--- src/rtl/core/ssort_pkg.sv ---
// Shared constants for the shell sort core: default sizes and stream widths.
// No dependencies; imported by the core, the comparator and the port checker.
package ssort_pkg;

    localparam int MAX_ELEMENTS_DEF = 64;
    localparam int KEY_WIDTH_DEF    = 32;

    // Stream payload widths (fixed by the key field width).
    localparam int IN_TDATA_W  = 32;
    localparam int OUT_TDATA_W = 32;
    localparam int OUT_TUSER_W = 1;

endpackage

--- src/rtl/core/ssort_ram.sv ---
// Generic simple dual-port RAM: one write port, two registered read ports.
// Standalone; no package dependencies.
module ssort_ram #(
    parameter int WIDTH = 32,
    parameter int DEPTH = 64
) (
    input  logic                     i_clk,
    input  logic                     i_we,
    input  logic [$clog2(DEPTH)-1:0] i_waddr,
    input  logic [WIDTH-1:0]         i_wdata,
    input  logic [$clog2(DEPTH)-1:0] i_raddr_a,
    input  logic [$clog2(DEPTH)-1:0] i_raddr_b,
    output logic [WIDTH-1:0]         o_rdata_a,
    output logic [WIDTH-1:0]         o_rdata_b
);

    logic [WIDTH-1:0] r_mem [DEPTH];

    always_ff @(posedge i_clk) begin
        if (i_we) begin
            r_mem[i_waddr] <= i_wdata;
        end
        o_rdata_a <= r_mem[i_raddr_a];
        o_rdata_b <= r_mem[i_raddr_b];
    end

endmodule

--- src/rtl/core/ssort_cmp.sv ---
// Key comparator: greater-than, unsigned or two's complement.
// Depends on ssort_pkg for the default key width.
module ssort_cmp import ssort_pkg::*; #(
    parameter int KEY_WIDTH = KEY_WIDTH_DEF
) (
    input  logic [KEY_WIDTH-1:0] i_a,
    input  logic [KEY_WIDTH-1:0] i_b,
    input  logic                 i_signed,
    output logic                 o_gt
);

    logic [KEY_WIDTH-1:0] w_flip;

    // Flipping the sign bit turns a two's complement order into an unsigned one.
    assign w_flip = KEY_WIDTH'(i_signed) << (KEY_WIDTH - 1);
    assign o_gt   = (i_a ^ w_flip) > (i_b ^ w_flip);

endmodule

--- src/rtl/core/shell_sort_halving_gaps_core.sv ---
// Load: one key per cycle. Sort: a gap-insertion compare is a RAM read, then a compare;
// an exchange adds a write step, an outer index an index check, a gap a gap check and a
// pass exit; a last gap check ends it. Emit per key: RAM read, load, transfer to the sink.
// The input is not ready from the last key of a run until the last result is taken.
// Synchronous active-low reset clears control state and the signed-keys register;
// buffer contents are not cleared and are only read after being written in a run.
module shell_sort_halving_gaps_core import ssort_pkg::*; #(
    parameter int MAX_ELEMENTS = MAX_ELEMENTS_DEF,
    parameter int KEY_WIDTH    = KEY_WIDTH_DEF
) (
    input  logic                   i_clk,
    input  logic                   i_rst_n,
    // configuration: bit 0 = signed_keys
    input  logic                   i_cfg_valid,
    output logic                   o_cfg_ready,
    input  logic                   i_cfg_data,
    // key input stream
    input  logic                   s_axis_tvalid,
    output logic                   s_axis_tready,
    input  logic [IN_TDATA_W-1:0]  s_axis_tdata,   // [31:0] key
    input  logic                   s_axis_tlast,   // last_in
    // sorted output stream
    output logic                   m_axis_tvalid,
    input  logic                   m_axis_tready,
    output logic [OUT_TDATA_W-1:0] m_axis_tdata,   // [31:0] sorted_key
    output logic                   m_axis_tlast,   // last_out
    output logic [OUT_TUSER_W-1:0] m_axis_tuser    // [0] overflow
);

    localparam int AW    = $clog2(MAX_ELEMENTS);
    localparam int CNT_W = $clog2(MAX_ELEMENTS + 1);

    typedef enum logic [2:0] {
        ST_LOAD,
        ST_GAP,
        ST_OUTER,
        ST_READ,
        ST_CMP,
        ST_WR2,
        ST_EMIT_RD,
        ST_EMIT_LD
    } t_state;

    t_state r_state;
    logic   r_emit_wait;

    logic [CNT_W-1:0]     r_count;
    logic [CNT_W-1:0]     n_count;
    logic                 r_ovf;
    logic                 r_signed;
    logic [AW-1:0]        r_gap;
    logic [CNT_W-1:0]     r_i;
    logic [AW-1:0]        r_j;
    logic [AW-1:0]        r_k;
    logic [KEY_WIDTH-1:0] r_hold;

    logic                   r_m_valid;
    logic [OUT_TDATA_W-1:0] r_m_data;
    logic                   r_m_last;
    logic                   r_m_user;

    logic                 w_in_xfer;
    logic                 w_has_room;
    logic [KEY_WIDTH-1:0] w_key_in;
    logic [OUT_TDATA_W-1:0] w_key_out;

    logic                 w_we;
    logic [AW-1:0]        w_waddr;
    logic [KEY_WIDTH-1:0] w_wdata;
    logic [AW-1:0]        w_raddr_a;
    logic [AW-1:0]        w_raddr_b;
    logic [KEY_WIDTH-1:0] w_rdata_a;
    logic [KEY_WIDTH-1:0] w_rdata_b;
    logic                 w_gt;

    // Key width adaptation between the 32-bit stream field and the stored key.
    generate
        if (KEY_WIDTH > IN_TDATA_W) begin : g_wide
            assign w_key_in  = {{(KEY_WIDTH - IN_TDATA_W){1'b0}}, s_axis_tdata};
            assign w_key_out = w_rdata_a[OUT_TDATA_W-1:0];
        end else if (KEY_WIDTH == IN_TDATA_W) begin : g_equal
            assign w_key_in  = s_axis_tdata;
            assign w_key_out = w_rdata_a;
        end else begin : g_narrow
            assign w_key_in  = s_axis_tdata[KEY_WIDTH-1:0];
            assign w_key_out = {{(OUT_TDATA_W - KEY_WIDTH){1'b0}}, w_rdata_a};
        end
    endgenerate

    assign s_axis_tready = (r_state == ST_LOAD);
    assign w_in_xfer     = s_axis_tvalid && s_axis_tready;
    assign w_has_room    = (r_count < CNT_W'(MAX_ELEMENTS));
    assign n_count       = (w_in_xfer && w_has_room) ? r_count + CNT_W'(1) : r_count;

    assign o_cfg_ready   = 1'b1;
    assign m_axis_tvalid = r_m_valid;
    assign m_axis_tdata  = r_m_data;
    assign m_axis_tlast  = r_m_last;
    assign m_axis_tuser  = OUT_TUSER_W'(r_m_user);

    // RAM port steering by sequencer state.
    always_comb begin
        w_we      = 1'b0;
        w_waddr   = r_j;
        w_wdata   = w_rdata_b;
        w_raddr_a = r_j;
        w_raddr_b = r_j + r_gap;
        unique case (r_state)
            ST_LOAD: begin
                w_we    = w_in_xfer && w_has_room;
                w_waddr = r_count[AW-1:0];
                w_wdata = w_key_in;
            end
            ST_CMP: begin
                w_we    = w_gt;
                w_waddr = r_j;
                w_wdata = w_rdata_b;
            end
            ST_WR2: begin
                w_we    = 1'b1;
                w_waddr = r_j + r_gap;
                w_wdata = r_hold;
            end
            ST_EMIT_RD, ST_EMIT_LD: begin
                w_raddr_a = r_k;
            end
            default: begin
                w_we = 1'b0;
            end
        endcase
    end

    ssort_ram #(
        .WIDTH (KEY_WIDTH),
        .DEPTH (MAX_ELEMENTS)
    ) u_ram (
        .i_clk     (i_clk),
        .i_we      (w_we),
        .i_waddr   (w_waddr),
        .i_wdata   (w_wdata),
        .i_raddr_a (w_raddr_a),
        .i_raddr_b (w_raddr_b),
        .o_rdata_a (w_rdata_a),
        .o_rdata_b (w_rdata_b)
    );

    ssort_cmp #(
        .KEY_WIDTH (KEY_WIDTH)
    ) u_cmp (
        .i_a      (w_rdata_a),
        .i_b      (w_rdata_b),
        .i_signed (r_signed),
        .o_gt     (w_gt)
    );

    always_ff @(posedge i_clk) begin
        if (!i_rst_n) begin
            r_signed <= 1'b0;
        end else if (i_cfg_valid && o_cfg_ready) begin
            r_signed <= i_cfg_data;
        end
    end

    always_ff @(posedge i_clk) begin
        if (!i_rst_n) begin
            r_state     <= ST_LOAD;
            r_emit_wait <= 1'b0;
            r_count     <= '0;
            r_ovf       <= 1'b0;
            r_m_valid   <= 1'b0;
        end else begin
            unique case (r_state)
                ST_LOAD: begin
                    if (w_in_xfer) begin
                        r_count <= n_count;
                        if (!w_has_room) begin
                            r_ovf <= 1'b1;
                        end
                        if (s_axis_tlast) begin
                            r_gap   <= AW'(n_count >> 1);
                            r_state <= ST_GAP;
                        end
                    end
                end
                ST_GAP: begin
                    if (r_gap == '0) begin
                        r_k     <= '0;
                        r_state <= ST_EMIT_RD;
                    end else begin
                        r_i     <= CNT_W'(r_gap);
                        r_state <= ST_OUTER;
                    end
                end
                ST_OUTER: begin
                    if (r_i >= r_count) begin
                        r_gap   <= r_gap >> 1;
                        r_state <= ST_GAP;
                    end else begin
                        r_j     <= AW'(r_i - CNT_W'(r_gap));
                        r_state <= ST_READ;
                    end
                end
                ST_READ: begin
                    r_state <= ST_CMP;
                end
                ST_CMP: begin
                    if (w_gt) begin
                        r_hold  <= w_rdata_a;
                        r_state <= ST_WR2;
                    end else begin
                        r_i     <= r_i + CNT_W'(1);
                        r_state <= ST_OUTER;
                    end
                end
                ST_WR2: begin
                    // step back by one gap while the insertion can continue
                    if (r_j >= r_gap) begin
                        r_j     <= r_j - r_gap;
                        r_state <= ST_READ;
                    end else begin
                        r_i     <= r_i + CNT_W'(1);
                        r_state <= ST_OUTER;
                    end
                end
                ST_EMIT_RD: begin
                    r_state <= ST_EMIT_LD;
                end
                ST_EMIT_LD: begin
                    if (!r_emit_wait) begin
                        r_m_valid   <= 1'b1;
                        r_m_data    <= w_key_out;
                        r_m_last    <= ({1'b0, r_k} + (AW + 1)'(1)) == (AW + 1)'(r_count);
                        r_m_user    <= r_ovf;
                        r_emit_wait <= 1'b1;
                    end else if (m_axis_tready) begin
                        r_m_valid   <= 1'b0;
                        r_emit_wait <= 1'b0;
                        if (r_m_last) begin
                            r_count <= '0;
                            r_ovf   <= 1'b0;
                            r_state <= ST_LOAD;
                        end else begin
                            r_k     <= r_k + AW'(1);
                            r_state <= ST_EMIT_RD;
                        end
                    end
                end
                default: begin
                    r_state <= ST_LOAD;
                end
            endcase
        end
    end

endmodule

--- config.mk ---
export PLATFORM = sky130hd
export DESIGN_NAME = shell_sort_halving_gaps_core
export DESIGN_NICKNAME = d
export VERILOG_FILES = /design/src/rtl/core/ssort_pkg.sv /design/src/rtl/core/ssort_ram.sv /design/src/rtl/core/ssort_cmp.sv /design/src/rtl/core/shell_sort_halving_gaps_core.sv
export SDC_FILE = /design/constraint.sdc
export NUM_CORES = 2
export LEC_CHECK = 0
export BUFFER_PORTS_ARGS = -buffer_cell sky130_fd_sc_hd__clkbuf_2
export CAP_MARGIN = 20
export CORE_MARGIN = 2
export CORE_UTILIZATION = 40
export CTS_BUF_LIST = sky130_fd_sc_hd__clkbuf_8 sky130_fd_sc_hd__clkbuf_16
export CTS_CLUSTER_SIZE = 40
export DETAILED_ROUTE_END_ITERATION = 12
export SYNTH_ARGS = -nofsm -noshare
export SYNTH_HDL_FRONTEND = slang
export SYNTH_HIERARCHICAL = 1
export SYNTH_SLANG_ARGS = --single-unit
--- constraint.sdc ---
create_clock -name i_clk -period 6.2 [get_ports i_clk]
set_input_delay 0.62 -clock i_clk [delete_from_list [all_inputs] [get_ports i_clk]]
set_output_delay 0.62 -clock i_clk [all_outputs]
set_load 0.05 [all_outputs]
==> results_dict.tcl <==
set metrics [dict create \
    fillers 21204 \
    cts_made_buffers 225 \
    max_stage_delay_ns 0.97 \
    synth_cell_type_count 70 \
    cp_max_fo 18 \
    dieArea_mm2 0.259 \
    status "finished clean" \
    drc 0 \
    hold_viol 0 \
    fin_area_mm2 0.116 \
    yosys-top-cells-area "edfxtp_1 (63%), mux4_2 (25%), mux2i_1 (2.1%)" \
    areaGrowthSynthToFinish_pct 13.1 \
    p_sw_share_pct 34.0 \
    period_minus_slack_ns 5.56 \
    synth_top_area_share_pct 62.9 \
    ys_ff_latch 2217 \
    critPathTopFamily "simple AND/OR/NAND/NOR gates" \
    synth_commonest_cells "edfxtp_1 (2139), mux4_2 (1124), mux2i_1 (215)" \
    postRouteAntennaNets 0 \
    timing.hold.ws_ns 0.0811 \
    cp-end-kind "flip-flop" \
    clock_latency_ns 0.90 \
    hpwlAfterDp_mm 205 \
    grt_pass1_wl_mm 458 \
    io_buffers 74 \
    cp-start-kind "flip-flop" \
    power.switching_mw 16.8 \
    drive_above_1_share_pct 36.4 \
    p_per_area_mw_per_mm2 428 \
    routedWlPerCell_um 37.4 \
    maxSlewHeadroom_pct 21.7 \
    crit_type "flip-flop to flip-flop" \
    synth_fp_nets 5141 \
    intPower_mw 32.6 \
    drv_slew 0 \
    drtPass1Iterations 6 \
    syn_inst 5041 \
    cp.arrival_ns 6.14 \
    setup_viol 0 \
    synth_area_mm2 0.102 \
    start_util_pct 40.2 \
    worstPathRequired_ns 6.78 \
    cts.sinks 2217 \
    yosysMostFrequentCell "edfxtp_1" \
    drtIter0Drc 8916 \
    yosys_warnings 6 \
    post_cts_buffers 0 \
    die_y_um 509 \
    dp_cells 8370 \
    place.gp.congestion 0.903 \
    nets 5333 \
    cts.path.max_buffers 3 \
    cp_slowest_cell "nor2_4" \
    synth-main-ff-cell "edfxtp_1" \
    tritoncts "built" \
    dp_slack_ns 0.787 \
    p_seq_share_pct 41.9 \
    vias 57830 \
    crit_chain "inv_1 > ha_1 > nand4_1 > nor4_1 > a21boi_0 > o31ai_1 > a21oi_1 > nor2_1 > o22ai_1 > nor2b_1 > nand2_1 > nor2_4 > buf_4" \
    drt-total-wl_mm 329 \
    worst_clock_skew_ns 0.0636 \
    worst-slew-pin-transition_ns 1.17 \
    finalNonFillerCells 8796 \
    p_leak_nw 36.9 \
    seqCellArea_mm2 0.0658 \
    num_io_pins 76 \
    grt_max_degree 69 \
    synth-edff-count 2139 \
    pwr-share-comb_pct 30.5 \
    worst_slack_ns 0.636 \
    overflow 0 \
    avgSynthCellArea_um2 20.3 \
    synth_async_sr_flop_share_pct 0 \
    htreeDepth 4 \
    root_buffer "clkbuf_16" \
    synth_seq_area_share_pct 64.4 \
    grt_usage_pct 25.2 \
    num_rows 185 \
    p_clk_share_pct 27.6 \
    tns_ns 0 \
    cts_resized 0 \
    cap_violations 0 \
    via_per_inst 6.57 \
    grt_setup_unrepaired "false" \
    placed_cell_area_mm2 0.108 \
    min_path_type "input port to flip-flop" \
    fmax_ghz 0.180 \
    yosysTopAreaCell "edfxtp_1" \
    grt_pass1_vias 57273 \
    design.core.area_mm2 0.254 \
    die_x_um 509 \
    multi_input_area_mm2 0.0349 \
    hold_buffers 0 \
    path_clk_slew_ns 0.06 \
    antenna_found_initial 16 \
    finalCritPeriodShare_pct 89.7 \
    crit_buf_inv 2 \
    ir_drop_v 0.000342 \
]
## cells in the final DEF, fill, tap and decap left out, types with 58 or more instances in the layout
cell type	instances
mux2i_1	215
buf_4	221
a22oi_1	126
nor2_4	65
a21oi_1	88
dfxtp_1	78
edfxtp_1	2139
clkbuf_2	74
ha_1	58
inv_1	97
mux4_2	1124
clkbuf_16	229
nand2_1	157
nor2_1	59
## layer usage
metal	part of all wire, %	wire length (µm)	global-route usage, %	vias up
met3	11	36200	5.61	556
li1	-	-	-	22168
met5	0.024	80	0	-
met1	39	129000	35.7	31427
met2	46	153000	38.9	3669
met4	3.4	11300	8.14	10
## metrics by stage
| stage | power (mW) | util, % |
|---|---|---|
| global route | 50.8 | 45.5 |
| CTS | 49.4 | 45.5 |
| detailed placement | 35.8 | 42.5 |
| finish | 49.5 | 45.5 |
| floorplan | 29.2 | - |
| global placement | 35.7 | 42.5 |
## final cells by class
type                       count  area share [%]
timing repair buffer         343            2.59
clock inverter               172            1.25
tap                         3366            3.64
inverter                      57           0.198
sequential                  2217            56.9
multi-input combinational   2389            30.2
clock buffer                 246            5.16
antenna                        6          0.0130
## worst min-delay path: stages
cell	delay (ns)
clkbuf_2	0.12
mux2i_1	0.07
nor2b_1	0.11
## power groups by stage
stage	registers (mW)	logic, mW	clock network, mW
global route	20.8	15.7	14.4
finish	20.7	15.1	13.7
detailed placement	21.0	14.8	0
global placement	21.0	14.7	0
CTS	20.7	14.8	13.9
floorplan	21.0	8.19	0
## registers in the layout, indices dropped and copies added (netlist names), 3 cells and up
register / cells
u_ram/r_mem: 2048
m_axis_tdata: 32
r_hold: 32
u_ram/o_rdata_a: 32
u_ram/o_rdata_b: 32
r_count: 7
r_i: 7
r_gap: 6
r_j: 6
r_k: 6
r_state: 3
## kinds of logic after synthesis
| kind of cell | after synthesis | synth area share, % |
|---|---|---|
| compound gates | 468 | 3.10 |
| buf+inv | 435 | 2.13 |
| fa+ha+maj | 61 | 0.769 |
| mux | 1377 | 27.3 |
| flops | 2217 | 64.4 |
| other cells | 1 | 0.00367 |
| simple gates | 449 | 2.01 |
| xor+xnor | 33 | 0.283 |
## path summary, 6_finish.rpt
check,start,to,slack [ns],cells past startpoint
max,u_ram/o_rdata_b[14]$_DFF_P_,u_ram/r_mem[2][7]$_DFFE_PP_,0.64,13
min,i_cfg_data,r_signed$_SDFFE_PN0P_,0.08,3
max reg2reg,u_ram/o_rdata_b[14]$_DFF_P_,u_ram/r_mem[2][7]$_DFFE_PP_,0.64,13
min reg2reg,r_ovf$_SDFFE_PN0P_,m_axis_tuser$_DFFE_PP_,0.46,0
No activity file was read; power rests on OpenSTA's default activity.
